$ cat src/sv/nswb_pkg.sv
// shared types and constants of the normalized sample window buffer
// used by the front, queue, back and top level; depends on nothing
package nswb_pkg;

    localparam logic MODE_SAMPLE = 1'b0;
    localparam logic MODE_READ   = 1'b1;

    typedef enum logic [2:0] {
        CFG_MEAN_X    = 3'd0,
        CFG_MEAN_Y    = 3'd1,
        CFG_MEAN_Z    = 3'd2,
        CFG_RECIP_X   = 3'd3,
        CFG_RECIP_Y   = 3'd4,
        CFG_RECIP_Z   = 3'd5,
        CFG_WINDOW    = 3'd6,
        CFG_WARMUP    = 3'd7
    } t_cfg_idx;

    localparam logic [15:0] RST_MEAN_X  = 16'hFFEB;
    localparam logic [15:0] RST_MEAN_Y  = 16'hFFB9;
    localparam logic [15:0] RST_MEAN_Z  = 16'd4050;
    localparam logic [15:0] RST_RECIP_X = 16'd19832;
    localparam logic [15:0] RST_RECIP_Y = 16'd30971;
    localparam logic [15:0] RST_RECIP_Z = 16'd27660;
    localparam logic [7:0]  RST_WINDOW  = 8'd125;
    localparam logic [9:0]  RST_WARMUP  = 10'd125;

    localparam int unsigned WINDOW_MAX  = 128;
    localparam logic [9:0]  SEEN_MAX    = 10'd1023;

    localparam int unsigned QUEUE_DEPTH = 4;
    localparam int unsigned QUEUE_AW    = 2;

    typedef struct packed {
        logic signed [15:0] mean_x;
        logic signed [15:0] mean_y;
        logic signed [15:0] mean_z;
        logic [15:0]        recip_x;
        logic [15:0]        recip_y;
        logic [15:0]        recip_z;
    } t_norm_cfg;

    typedef struct packed {
        logic [7:0] window;
        logic [9:0] warmup;
    } t_back_cfg;

    // one classified item: mode plus the normalized entry for a sample
    typedef struct packed {
        logic               mode;
        logic signed [15:0] z;
        logic signed [15:0] y;
        logic signed [15:0] x;
    } t_cmd;

    typedef struct packed {
        logic valid;
        t_cmd cmd;
    } t_push;

    typedef struct packed {
        logic full;
        logic empty;
    } t_queue_stat;

    typedef struct packed {
        logic               window_ready;
        logic signed [15:0] first_x;
        logic signed [15:0] first_y;
        logic signed [15:0] first_z;
        logic signed [15:0] second_x;
        logic signed [15:0] second_y;
        logic signed [15:0] second_z;
        logic               second_valid;
        logic               last_of_run;
    } t_result;

endpackage

$ cat src/sv/nswb_front.sv
// front part: accepts input items, normalizes samples to q8.8
// depends on nswb_pkg
module nswb_front (
    input  logic                i_clk,
    input  logic                i_rst_n,
    input  logic                i_in_valid,
    output logic                o_in_stall,
    input  logic                i_mode,
    input  logic signed [15:0]  i_accel_x,
    input  logic signed [15:0]  i_accel_y,
    input  logic signed [15:0]  i_accel_z,
    input  nswb_pkg::t_norm_cfg i_cfg,
    input  logic                i_full,
    output nswb_pkg::t_push     o_push
);

    typedef enum logic [3:0] {
        F_IDLE = 4'b0001,
        F_DIFF = 4'b0010,
        F_MUL  = 4'b0100,
        F_PUSH = 4'b1000
    } t_fstate;

    t_fstate r_state, n_state;

    logic               r_mode;
    logic signed [15:0] r_acc  [3];
    logic signed [16:0] r_diff [3];
    logic signed [33:0] r_prod [3];

    logic signed [15:0] means  [3];
    logic signed [16:0] recips [3];
    logic signed [15:0] norm   [3];
    logic               accept;

    assign means[0]  = i_cfg.mean_x;
    assign means[1]  = i_cfg.mean_y;
    assign means[2]  = i_cfg.mean_z;
    assign recips[0] = $signed({1'b0, i_cfg.recip_x});
    assign recips[1] = $signed({1'b0, i_cfg.recip_y});
    assign recips[2] = $signed({1'b0, i_cfg.recip_z});

    assign o_in_stall = (r_state != F_IDLE);
    assign accept     = i_in_valid && (r_state == F_IDLE);

    always_comb begin
        n_state = r_state;
        case (r_state)
            F_IDLE: begin
                if (accept) begin
                    n_state = (i_mode == nswb_pkg::MODE_READ) ? F_PUSH : F_DIFF;
                end
            end
            F_DIFF: n_state = F_MUL;
            F_MUL:  n_state = F_PUSH;
            F_PUSH: begin
                if (!i_full) begin
                    n_state = F_IDLE;
                end
            end
            default: n_state = F_IDLE;
        endcase
    end

    always_ff @(posedge i_clk) begin
        if (!i_rst_n) begin
            r_state <= F_IDLE;
        end else begin
            r_state <= n_state;
        end
    end

    always_ff @(posedge i_clk) begin
        if (accept) begin
            r_mode   <= i_mode;
            r_acc[0] <= i_accel_x;
            r_acc[1] <= i_accel_y;
            r_acc[2] <= i_accel_z;
        end
        for (int k = 0; k < 3; k++) begin
            if (r_state == F_DIFF) begin
                r_diff[k] <= 17'(r_acc[k]) - 17'(means[k]);
            end
            if (r_state == F_MUL) begin
                r_prod[k] <= r_diff[k] * recips[k];
            end
        end
    end

    // round half up to 8 fraction bits, then saturate
    always_comb begin
        logic signed [33:0] sum;
        logic signed [33:0] q;
        for (int k = 0; k < 3; k++) begin
            sum = r_prod[k] + 34'sd16384;
            q   = sum >>> 15;
            if (q > 34'sd32767) begin
                norm[k] = 16'sh7FFF;
            end else if (q < -34'sd32768) begin
                norm[k] = 16'sh8000;
            end else begin
                norm[k] = q[15:0];
            end
        end
    end

    assign o_push.valid   = (r_state == F_PUSH);
    assign o_push.cmd.mode = r_mode;
    assign o_push.cmd.x   = norm[0];
    assign o_push.cmd.y   = norm[1];
    assign o_push.cmd.z   = norm[2];

endmodule

$ cat config.mk
export PLATFORM = sky130hd
export DESIGN_NAME = nswb_front
export DESIGN_NICKNAME = d
export VERILOG_FILES = /design/src/sv/nswb_pkg.sv /design/src/sv/nswb_front.sv
export SDC_FILE = /design/constraint.sdc
export NUM_CORES = 2
export LEC_CHECK = 0
export ABC_CLOCK_PERIOD_IN_PS = 20300
export BUFFER_PORTS_ARGS = -buffer_cell sky130_fd_sc_hd__buf_2
export CORE_MARGIN = 2
export CORE_UTILIZATION = 65
export CTS_BUF_LIST = sky130_fd_sc_hd__clkbuf_8 sky130_fd_sc_hd__clkbuf_16
export DETAILED_ROUTE_END_ITERATION = 16
export GPL_ROUTABILITY_DRIVEN = 0
export GPL_TIMING_DRIVEN = 0
export PLACE_DENSITY_LB_ADDON = 0.12
export SETUP_SLACK_MARGIN = 0.4
export SLEW_MARGIN = 40
export SYNTH_ARGS = -nofsm -noshare
export SYNTH_HDL_FRONTEND = slang
export SYNTH_SLANG_ARGS = --single-unit
$ cat constraint.sdc
create_clock -name i_clk -period 20.3 [get_ports i_clk]
set_input_delay 3.045 -clock i_clk [delete_from_list [all_inputs] [get_ports i_clk]]
set_output_delay 3.045 -clock i_clk [all_outputs]
set_load 0.05 [all_outputs]
==> run_results.csv <==
group,metric,value,unit
route,vias_per_cell,5.37,
placement,placement.io_buffers,178,
synthesis,syn_inst,4121,
finish,fin_nets,5633,
synthesis,yosys-top-cells-area,"fa_1 (43%), edfxtp_1 (12%), inv_1 (11%)",
setup_path,r2r-start,"r_diff[0][50]",
grt,grt_pass1_wl,146000,um
clock_tree,cts_made_buffers,17,
setup_path,r2r_slack,12.69,ns
power_and_ir_drop,power_density,141,nW/um^2
status,status,"finished, final reports clean",
synthesis,synth.largest_area_cell,"fa_1",
worst_hold_path,holdPathEnd,"r_state[3]",
clock_tree,cts_resized,0,
setup_path,crit_required,20.62,ns
synthesis,yosysMostFrequentCell,"inv_1",
timing,fmax,0.101,GHz
finish,fin_area,41300,um^2
route,wl_per_cell,17.0,um
synthesis,synthTopCellsByCount,"inv_1 (1134), fa_1 (834), nand2_1 (546)",
timing,slew_viol_final,0,
timing,post-route-min-period,9.89,ns
synthesis,synthAdderAreaFrac,53.1,%
floorplanning,num_io_pins,200,
clock_tree,post-cts-setup-buffers,0,
clock_tree,cts_buffer_depth,2,
grt,grt_max_degree,34,
setup_path,reg2regPathDepth,22,
placement,dp_hpwl,74700,um
clock_tree,cts_tree,"built",
clock_tree,cts-htree-levels,4,
grt,grt_antenna_before_repair,3,
setup_path,crit_type,"in -> reg",
synthesis,yosys_warnings,0,
clock_tree,clk_latency,0.51,ns
grt,grt_pass1_vias,29300,
setup_path,worstPathArrival,10.21,ns
synthesis,ys_ff_latch,164,
synthesis,syn_area_per_cell,9.38,um^2
synthesis,synth_compound_area_share,4.48,%
timing,rsz0062_at_grt,"false",
timing,finClkSkew,0.0217,ns
timing,tns,0,ns
clock_tree,holdBufCountCts,0,
worst_hold_path,hold_class,"reg -> reg",
power_and_ir_drop,ir_drop,0.229,mV
finish,drive_gt1_share,5.83,%
floorplanning,die_area,61400,um^2
synthesis,synth_top_area_share,43.2,%
timing,setup_viol,0,
floorplanning,die_y,248,um
setup_path,worstReg2RegEnd,"r_prod[0][101]",
route,detail-route-antenna-nets,0,
setup_path,cp-end-kind,"flip-flop",
synthesis,async_reset_ff_share,0,%
grt,grt-ovfl-total,0,
synthesis,synth_top_family_by_area,"adder cells",
route,drt_iter0_drc,1820,
timing,hold_viol_final,0,
worst_hold_path,min_path_cells,3,
route,dr_total_vias,27600,
synthesis,synth_ff_type,"edfxtp_1",
route,drcViolationCount,0,
synthesis,synthMuxAreaShare,0.0680,%
finish,area_growth,6.79,%
synthesis,synth-seq-area-share,12.6,%
setup_path,crit_fanout,10,
timing,slew_headroom,47.1,%
synthesis,ys_types,63,
timing,min_period_over_period,48.7,%
finish,final_util,70.0,%
timing,hold_ws,0.678,ns
timing,fin_ws,10.41,ns
route,firstDrtPassIters,6,
grt,track_usage,30.9,%
clock_tree,path_clk_slew,0.08,ns
timing,tightest_slew,0.792,ns
synthesis,synth_fp_nets,5410,
floorplanning,dieWidth,248,um
job,maxCapViolCount,0,
setup_path,start_kind,"input pin",
synthesis,synth-xor-area-share,3.47,%
floorplanning,core,58900,um^2
synthesis,yosys.area_share.simple,14.0,%
clock_tree,clock-sinks,164,
placement,place_area,40700,um^2
clock_tree,cts-root-buf,"clkbuf_16",
synthesis,synth_edf_count,160,
placement,dp_slack,10.00,ns
synthesis,syn_area,38600,um^2
power_and_ir_drop,p_leak,21.1,nW
worst_hold_path,hp-start,"r_state[1]",
floorplanning,rows,89,
route,wl,87200,um
floorplanning,start_util,65.6,%
[through the flow]
step / instances / power, mW
6_report: 5131 / 5.80
3_5_place_dp: 5098 / 5.49
5_1_grt: 5130 / 6.54
2_1_floorplan: 4121 / 4.45
4_1_cts: 5130 / 5.87
3_3_place_gp: 5072 / 5.35
[registers in the layout, indices dropped and copies added, names as in the netlist]
register	count
r_prod	60
r_diff	51
r_acc	48
r_state	4
r_mode	1
[final cells by class]
type | instances | area [um^2]
clock buffers | 18 | 439
multi-input cells | 2696 | 29000
inverters | 1134 | 4260
repair buffers | 204 | 1040
plain buffers | 127 | 480
flip-flops and latches | 164 | 4880
diodes | 1 | 2.50
clock inverters | 14 | 151
fillers | 4737 | 17600
well taps | 773 | 967
[how the worst max path moves through the flow]
stage	startpoint	end	slack [ns]	cells after the start
2_1_floorplan	i_cfg[24]	r_prod[0][67]	11.16	25
3_3_place_gp	r_state[2]	r_state[0]	8.97	3
3_5_place_dp	i_cfg[9]	r_prod[0][101]	10.00	24
4_1_cts	i_cfg[9]	r_prod[0][101]	10.55	24
5_1_grt	i_cfg[4]	r_prod[0][101]	10.11	23
6_report	i_cfg[10]	r_prod[0][101]	10.41	24
[power breakdown]
group | switching, mW | internal (mW) | leakage, nW
Combinational | 2.65 | 2.11 | 19.3
Clock | 0.163 | 0.185 | 0.281
Sequential | 0.0101 | 0.677 | 1.50
Total | 2.83 | 2.97 | 21.1
[critical path: stages]
cell and delay, ns:
clkbuf_1 0.43, clkbuf_1 0.59, nand2_1 0.15, fa_1 0.51, inv_1 0.06, fa_1 0.50
inv_1 0.05, fa_1 0.55, inv_1 0.05, fa_1 0.46, fa_1 0.49, inv_1 0.05
fa_1 0.47, inv_1 0.04, ha_1 0.36, a21o_1 0.20, a2111oi_1 0.75, o2111ai_1 0.27
nand3_1 0.24, o211ai_1 0.14, and3_1 0.23, o21ai_1 0.22, a21oi_1 0.10, a31oi_1 0.24
[cells in the final DEF (no fill, tap or decap), drive strengths merged, types with 7 or more instances in the layout]
cell type / synthesis / final
a21o: 20 / 20
edfxtp: 160 / 160
nor2: 86 / 86
o211ai: 10 / 10
o31ai: 10 / 10
a31oi: 7 / 7
xor2: 53 / 53
a211oi: 11 / 11
ha: 306 / 306
buf: 1 / 205
nor3: 21 / 21
and2: 330 / 330
nor2b: 19 / 19
nand2: 546 / 546
inv: 1134 / 1138
xnor2: 100 / 100
nand4: 13 / 13
fa: 834 / 834
nand2b: 10 / 10
clkbuf: 126 / 144
a21oi: 71 / 71
o21ai: 93 / 93
or3: 11 / 11
a21boi: 7 / 7
o21a: 14 / 14
nand3: 53 / 53
and3: 21 / 21
[kinds of logic after synthesis]
logic type | count (synthesis)
buffers and inverters | 1261
adder cells (fa/ha/maj) | 1140
AND/OR/NAND/NOR | 1126
AO/OA/AOI/OAI | 275
flip-flops | 164
XOR/XNOR | 153
multiplexers | 2
[routing by layer]
metal	track usage, %	vias up	part of all wire, %
met1	40.2	13800	40
met5	0	-	0.022
met4	11.9	4	3.7
li1	-	12600	-
met3	6.60	193	8.6
met2	51.1	996	48
(Power assumes the default switching activity.)
