File: config.mk
export PLATFORM = sky130hd
export DESIGN_NAME = nswb_queue
export DESIGN_NICKNAME = d
export VERILOG_FILES = /design/src/sv/nswb_pkg.sv /design/src/sv/nswb_queue.sv
export SDC_FILE = /design/constraint.sdc
export NUM_CORES = 1
export LEC_CHECK = 0
export BUFFER_PORTS_ARGS = -buffer_cell sky130_fd_sc_hd__buf_2
export CAP_MARGIN = 0
export CORE_MARGIN = 2
export CORE_UTILIZATION = 40
export CTS_CLUSTER_SIZE = 16
export DETAILED_ROUTE_END_ITERATION = 7
export SYNTH_ARGS = -nofsm -noshare
export SYNTH_HDL_FRONTEND = slang
export SYNTH_SLANG_ARGS = --single-unit
File: constraint.sdc
create_clock -name i_clk -period 5.6 [get_ports i_clk]
set_input_delay 0.56 -clock i_clk [delete_from_list [all_inputs] [get_ports i_clk]]
set_output_delay 0.56 -clock i_clk [all_outputs]
set_load 0.1 [all_outputs]
File: src/sv/nswb_pkg.sv
// shared types and constants of the normalized sample window buffer
// used by the front, queue, back and top level; depends on nothing
package nswb_pkg;

    localparam logic MODE_SAMPLE = 1'b0;
    localparam logic MODE_READ   = 1'b1;

    typedef enum logic [2:0] {
        CFG_MEAN_X    = 3'd0,
        CFG_MEAN_Y    = 3'd1,
        CFG_MEAN_Z    = 3'd2,
        CFG_RECIP_X   = 3'd3,
        CFG_RECIP_Y   = 3'd4,
        CFG_RECIP_Z   = 3'd5,
        CFG_WINDOW    = 3'd6,
        CFG_WARMUP    = 3'd7
    } t_cfg_idx;

    localparam logic [15:0] RST_MEAN_X  = 16'hFFEB;
    localparam logic [15:0] RST_MEAN_Y  = 16'hFFB9;
    localparam logic [15:0] RST_MEAN_Z  = 16'd4050;
    localparam logic [15:0] RST_RECIP_X = 16'd19832;
    localparam logic [15:0] RST_RECIP_Y = 16'd30971;
    localparam logic [15:0] RST_RECIP_Z = 16'd27660;
    localparam logic [7:0]  RST_WINDOW  = 8'd125;
    localparam logic [9:0]  RST_WARMUP  = 10'd125;

    localparam int unsigned WINDOW_MAX  = 128;
    localparam logic [9:0]  SEEN_MAX    = 10'd1023;

    localparam int unsigned QUEUE_DEPTH = 4;
    localparam int unsigned QUEUE_AW    = 2;

    typedef struct packed {
        logic signed [15:0] mean_x;
        logic signed [15:0] mean_y;
        logic signed [15:0] mean_z;
        logic [15:0]        recip_x;
        logic [15:0]        recip_y;
        logic [15:0]        recip_z;
    } t_norm_cfg;

    typedef struct packed {
        logic [7:0] window;
        logic [9:0] warmup;
    } t_back_cfg;

    // one classified item: mode plus the normalized entry for a sample
    typedef struct packed {
        logic               mode;
        logic signed [15:0] z;
        logic signed [15:0] y;
        logic signed [15:0] x;
    } t_cmd;

    typedef struct packed {
        logic valid;
        t_cmd cmd;
    } t_push;

    typedef struct packed {
        logic full;
        logic empty;
    } t_queue_stat;

    typedef struct packed {
        logic               window_ready;
        logic signed [15:0] first_x;
        logic signed [15:0] first_y;
        logic signed [15:0] first_z;
        logic signed [15:0] second_x;
        logic signed [15:0] second_y;
        logic signed [15:0] second_z;
        logic               second_valid;
        logic               last_of_run;
    } t_result;

endpackage

File: src/sv/nswb_queue.sv
// short queue of classified items between front and back
// depends on nswb_pkg
module nswb_queue (
    input  logic                  i_clk,
    input  logic                  i_rst_n,
    input  nswb_pkg::t_push       i_push,
    input  logic                  i_pop,
    output nswb_pkg::t_cmd        o_cmd,
    output nswb_pkg::t_queue_stat o_stat
);

    localparam int unsigned AW = nswb_pkg::QUEUE_AW;

    nswb_pkg::t_cmd r_slot [nswb_pkg::QUEUE_DEPTH];
    logic [AW-1:0]  r_wr, r_rd;
    logic [AW:0]    r_count;
    logic           do_push, do_pop;

    assign o_stat.full  = (r_count == (AW+1)'(nswb_pkg::QUEUE_DEPTH));
    assign o_stat.empty = (r_count == '0);
    assign do_push      = i_push.valid && !o_stat.full;
    assign do_pop       = i_pop && !o_stat.empty;
    assign o_cmd        = r_slot[r_rd];

    always_ff @(posedge i_clk) begin
        if (!i_rst_n) begin
            r_wr    <= '0;
            r_rd    <= '0;
            r_count <= '0;
        end else begin
            if (do_push) begin
                r_wr <= r_wr + 1'b1;
            end
            if (do_pop) begin
                r_rd <= r_rd + 1'b1;
            end
            case ({do_push, do_pop})
                2'b10:   r_count <= r_count + 1'b1;
                2'b01:   r_count <= r_count - 1'b1;
                default: r_count <= r_count;
            endcase
        end
    end

    always_ff @(posedge i_clk) begin
        if (do_push) begin
            r_slot[r_wr] <= i_push.cmd;
        end
    end

endmodule

==> run_results.csv, run 1 <==
group,metric,value,unit
outcome,status,"completed",
global_routing,grt_pass1_wl,20600,um
cts,clock_sinks,205,
yosys,syn_nets,369,
sta,finalMaxSlewViolations,0,
yosys,avgSynthCellArea,24.5,um2
placement,post_dp_cell_area,0.00833,mm2
sta,finalHoldViolations,0,
cts,cts_root_buf,"clkbuf_16",
route,first_pass_iters,4,
global_routing,track_usage,13.6,%
final_layout,nets,488,
route,wl,13400,um
placement,place_ws,2.90,ns
yosys,synth.distinct_cells,26,
sta,rsz0062_at_grt,"false",
power,ir_drop,0.447,mV
die,dieArea,0.0201,mm2
yosys,syn_area,0.00758,mm2
sta,setup_violations,0,
sta,skew,0.00740,ns
final_layout,drive_above_1_share,43.1,%
sta,min_period_over_period,54.2,%
global_routing,grt_pass1_vias,3748,
cts,cts_hold_buf,0,
yosys,ys_seq_area_share,80.0,%
sta,slew-limit-headroom,32.7,%
final_layout,syn2layout_area_growth,18.7,%
placement,routabilityCongestion,0.685,
die,core_area,0.0186,mm2
critical_path,worstPathRequired,5.04,ns
cts,cts_post_setup_buffers_inserted,0,
sta,tightestPinTransition,1.01,ns
power,power_density,569,mW/mm2
critical_path,cp_max_fo,49,
route,drt_iter0_drc,208,
final_layout,num_antenna_cells,0,
critical_path,crit_type,"register to output pin",
sta,holdWs,0.287,ns
worst_hold_path,hp-class,"primary input to register",
sta,fin_ws,2.56,ns
yosys,ys_seq_elements,205,
die,row_count,50,
placement,post-place-cells,639,
die,initial_core_util,40.7,%
route,vias_per_cell,5.03,
route,drc,0,
final_layout,finalInstanceArea,0.00900,mm2
cts,cts_buffer_depth,3,
critical_path,worst_setup_path_start_kind,"register",
yosys,synthCells,310,
placement,placement.io_buffers,103,
route,num_vias,3402,
sta,tns,0,ns
yosys,yosysWarnings,0,
final_layout,final_cells,677,
global_routing,grt_max_degree,50,
power,cellLeakagePower,0.00303,uW
sta,fmax,329,MHz
job,cap_violations,0,
placement,dp_hpwl,8010,um
final_layout,final_cell_mix,"edfxtp_1 (196), buf_2 (103), mux4_2 (47), clkbuf_16 (23)",
cts,h-tree-depth,1,
die,die_y,142,um
final_layout,final_common_cell,"edfxtp_1",
cts,cts_resized,0,
cts,clock_latency,0.49,ns
die,io_pins,104,
global_routing,antenna_found_initial,0,
critical_path,arrival,2.48,ns
die,die_w,142,um
cts,tritoncts,"yes",
sta,final.min_clock_period,3.04,ns
cts,clkTransAtPathRegs,0.06,ns
route,postRouteAntennaNets,0,
global_routing,grt_remaining_overflow,0,
critical_path,crit_path_end_kind,"output pin",
cts,cts_buffers,22,
route,avgRoutedWirePerCell,19.7,um
-- Yosys cell counts (all sizes together) --
cell / count / area (um2)
edfxtp: 196 / 5890
mux4: 49 / 1110
buf: 11 / 95.1
dfxtp: 9 / 180
nand2: 7 / 26.3
and2: 6 / 37.5
inv: 6 / 22.5
ha: 5 / 62.6
o21ai: 5 / 25.0
a21boi: 2 / 15.0
clkbuf: 2 / 8.75
mux2i: 2 / 20.0
nor2b: 2 / 12.5
or3: 2 / 12.5
fa: 1 / 20.0
nor3: 1 / 10.0
nor3b: 1 / 7.51
or4bb: 1 / 11.3
xnor2: 1 / 8.76
xor2: 1 / 8.76
-- metal layers --
layer  up-vias  wire, um  global-route usage [%]  share of wire [%]
li1       1537         -                       -                  -
met1      1753      5660                    17.7                 42
met2        93      6620                    23.1                 50
met3        19       862                    3.78                6.4
met4         0       223                    3.26                1.7
met5         -         0                       0                  0
-- where the power goes --
group	internal (uW)	switching [uW]
logic	390	1430
clock network	791	531
registers	1850	132
-- per-stage QoR --
stage	utilization [%]	power (uW)
4_1_cts	48.3	5200
3_3_place_gp	44.7	3840
5_1_grt	48.3	5330
2_1_floorplan	-	3600
6_report	48.3	5120
3_5_place_dp	44.7	3860
-- path summary, 6_finish.rpt --
| check | from | to | slack [ns] | cells after the start |
|---|---|---|---|---|
| hold reg to reg | r_rd[0] | register | 0.49 | 2 |
| hold / removal | i_push[14] | r_slot[1][14] | 0.29 | 1 |
| setup reg to reg | r_count[2] | r_slot[2][23] | 3.11 | 4 |
| setup / recovery | register | o_cmd[18] | 2.56 | 2 |
-- cells by family (layout without fill, tap and decap cells) --
kind of cell / after synthesis / in the layout / synth area share, %
AOI/OAI and AO/OA: 7 / 7 / 0.528
xor gates and xnor gates: 2 / 2 / 0.231
adders and majority gates: 6 / 6 / 1.09
buffers and inverters: 19 / 152 / 1.67
DFF: 205 / 205 / 80.0
muxes: 51 / 51 / 14.9
and+or+nand+nor: 20 / 20 / 1.55
-- registers in the layout, indices dropped and copies added, names as in the netlist, named ones only --
register,cells
r_count,3
r_rd,2
r_slot,196
r_wr,2
-- worst max-delay path: stages (launching register included) --
cell and delay [ns]:
dfxtp_4 1.02, mux4_2 0.63, buf_2 0.32
-- cell type report --
cell class | instances | area [um2]
Sequential cell | 205 | 6070
Timing Repair Buffer | 108 | 553
Clock buffer | 28 | 594
Fill cell | 1549 | 9650
Inverter | 6 | 22.5
Tap cell | 234 | 293
Multi-Input combinational cell | 86 | 1390
Clock inverter | 10 | 70.1
No activity file was read; power rests on OpenSTA's default activity.
==> run 2: changes to the inputs <==
==> constraint.sdc (replaced) <==
create_clock -name i_clk -period 2.87 [get_ports i_clk]
set_input_delay 0.287 -clock i_clk [delete_from_list [all_inputs] [get_ports i_clk]]
set_output_delay 0.287 -clock i_clk [all_outputs]
set_load 0.1 [all_outputs]
==> run_results.csv, run 2 (same netlist as run 1, synthesis figures left out) <==
group,metric,value,unit
cts,cts_buffer_depth,3,
final_layout,nets,513,
final_layout,final_cell_mix,"edfxtp_1 (196), buf_2 (103), mux4_2 (47), clkbuf_16 (23), dlygate4sd3_1 (20)",
critical_path,r2r_cells,9,
critical_path,rrSetupSlack,0.55,ns
die,die_y,142,um
final_layout,final_cells,703,
critical_path,crit_type,"register to output pin",
cts,clock_sinks,205,
cts,clock_latency,0.49,ns
placement,routabilityCongestion,0.687,
cts,cts_root_buf,"clkbuf_16",
critical_path,arrival,2.27,ns
sta,rsz0062_at_grt,"false",
final_layout,num_antenna_cells,0,
power,ir_drop,0.726,mV
global_routing,grt_remaining_overflow,0,
sta,finalHoldViolations,0,
sta,tns,0,ns
global_routing,grt_pass1_vias,3829,
final_layout,drive_above_1_share,41.8,%
route,avgRoutedWirePerCell,20.0,um
sta,slew-limit-headroom,64.4,%
die,dieArea,0.0201,mm2
die,row_count,50,
die,die_w,142,um
sta,finalMaxSlewViolations,0,
job,cap_violations,0,
die,io_pins,104,
critical_path,rr_startpoint,"r_count[2]",
sta,final.min_clock_period,2.56,ns
placement,post-place-cells,644,
global_routing,grt_pass1_wl,21500,um
placement,post_dp_cell_area,0.00848,mm2
worst_hold_path,holdPathEnd,"r_slot[2][42]",
final_layout,syn2layout_area_growth,22.9,%
final_layout,fin_util,50.0,%
cts,cts_buffers,22,
worst_hold_path,hold_depth,1,
sta,tightestPinTransition,0.537,ns
placement,placement.io_buffers,103,
route,num_vias,3566,
power,cellLeakagePower,0.00315,uW
final_layout,final_common_cell,"edfxtp_1",
cts,cts_post_setup_buffers_inserted,0,
cts,tritoncts,"yes",
final_layout,finalInstanceArea,0.00932,mm2
final_layout,top_regs,"r_slot (196), r_count (3)",
global_routing,antenna_found_initial,0,
global_routing,track_usage,14.1,%
sta,min_period_over_period,89.2,%
route,wl,14000,um
critical_path,cp_max_fo,22,
placement,dp_hpwl,8380,um
worst_hold_path,hp-class,"primary input to register",
sta,fmax,391,MHz
cts,clkTransAtPathRegs,0.06,ns
sta,holdWs,0.0175,ns
die,core_area,0.0186,mm2
route,vias_per_cell,5.07,
power,power_density,1080,mW/mm2
outcome,status,"completed",
route,drc,0,
sta,setup_violations,0,
route,drt_iter0_drc,167,
critical_path,worstPathRequired,2.58,ns
final_layout,nFillCells,1533,
final_layout,largest_register_ff_count,196,
cts,h-tree-depth,1,
critical_path,worst_setup_path_start_kind,"register",
die,initial_core_util,40.7,%
critical_path,timing.rr.end,"r_count[2]",
critical_path,crit_path_end_kind,"output pin",
sta,skew,0.00749,ns
route,first_pass_iters,5,
final_layout,regMostFlops,"r_slot",
global_routing,grt_max_degree,50,
route,postRouteAntennaNets,0,
worst_hold_path,worstHoldStart,"i_push[42]",
-- run 2: changes by cell type in the layout (fill, tap and decap cells not counted), sizes merged --
cell | previous run | this run
clkinv | 9 | 11
dlygate4sd3 | 0 | 20
bufinv | 1 | 0
buf | 108 | 113
-- run 2: area by class of cell --
cell class,instances,area (um2),area share (%)
Sequential cell,205,6070,65.2
Clock buffer,28,594,6.38
Clock inverter,11,47.5,0.510
Inverter,6,22.5,0.242
Multi-Input combinational cell,86,1410,15.1
Tap cell,234,293,3.14
Timing Repair Buffer,133,878,9.43
-- run 2: worst max-delay path, stage by stage, from the launching register on --
cell     delay, ns
dfxtp_4       0.66
buf_4         0.28
mux4_2        0.52
buf_2         0.31
-- run 2: how the worst max path moves through the flow --
stage          cells past startpoint  startpoint  slack (ns)      endpoint
2_1_floorplan                     10  r_count[2]        0.03    r_count[2]
3_5_place_dp                       9  r_count[2]        0.59    r_count[2]
3_3_place_gp                       4  r_count[0]        0.80  r_slot[3][8]
5_1_grt                            3    register        0.18     o_cmd[29]
6_report                           3    register        0.31     o_cmd[29]
4_1_cts                            3    register        0.25     o_cmd[29]
-- run 2: per-stage QoR --
| step | power (uW) | setup slack (ns) |
|---|---|---|
| after floorplan | 7050 | 0.0256 |
| after global placement | 7630 | 0.797 |
| after detailed placement | 7670 | 0.588 |
| after CTS | 10200 | 0.253 |
| after global routing | 10500 | 0.184 |
| final | 10100 | 0.311 |
-- run 2: power by group --
| part | internal (uW) | total, uW | leakage, uW | switching (uW) |
|---|---|---|---|---|
| clock | 1450 | 2510 | 0.000318 | 1050 |
| sequential | 3610 | 3790 | 0.00187 | 185 |
| combinational | 873 | 3800 | 0.000959 | 2920 |
| total | 5940 | 10100 | 0.00315 | 4160 |
-- run 2: timing repair --
item                                   CTS  global route
endpoints found under the hold margin   70             3
resized for setup                        0             0
hold buffers                            19             1
-- run 2: routing by layer --
metal,wire length [um],vias up,track usage [%]
li1,-,1586,-
met1,5970,1853,17.9
met2,6780,106,23.5
met3,1030,21,4.72
met4,243,0,3.89
met5,0,-,0
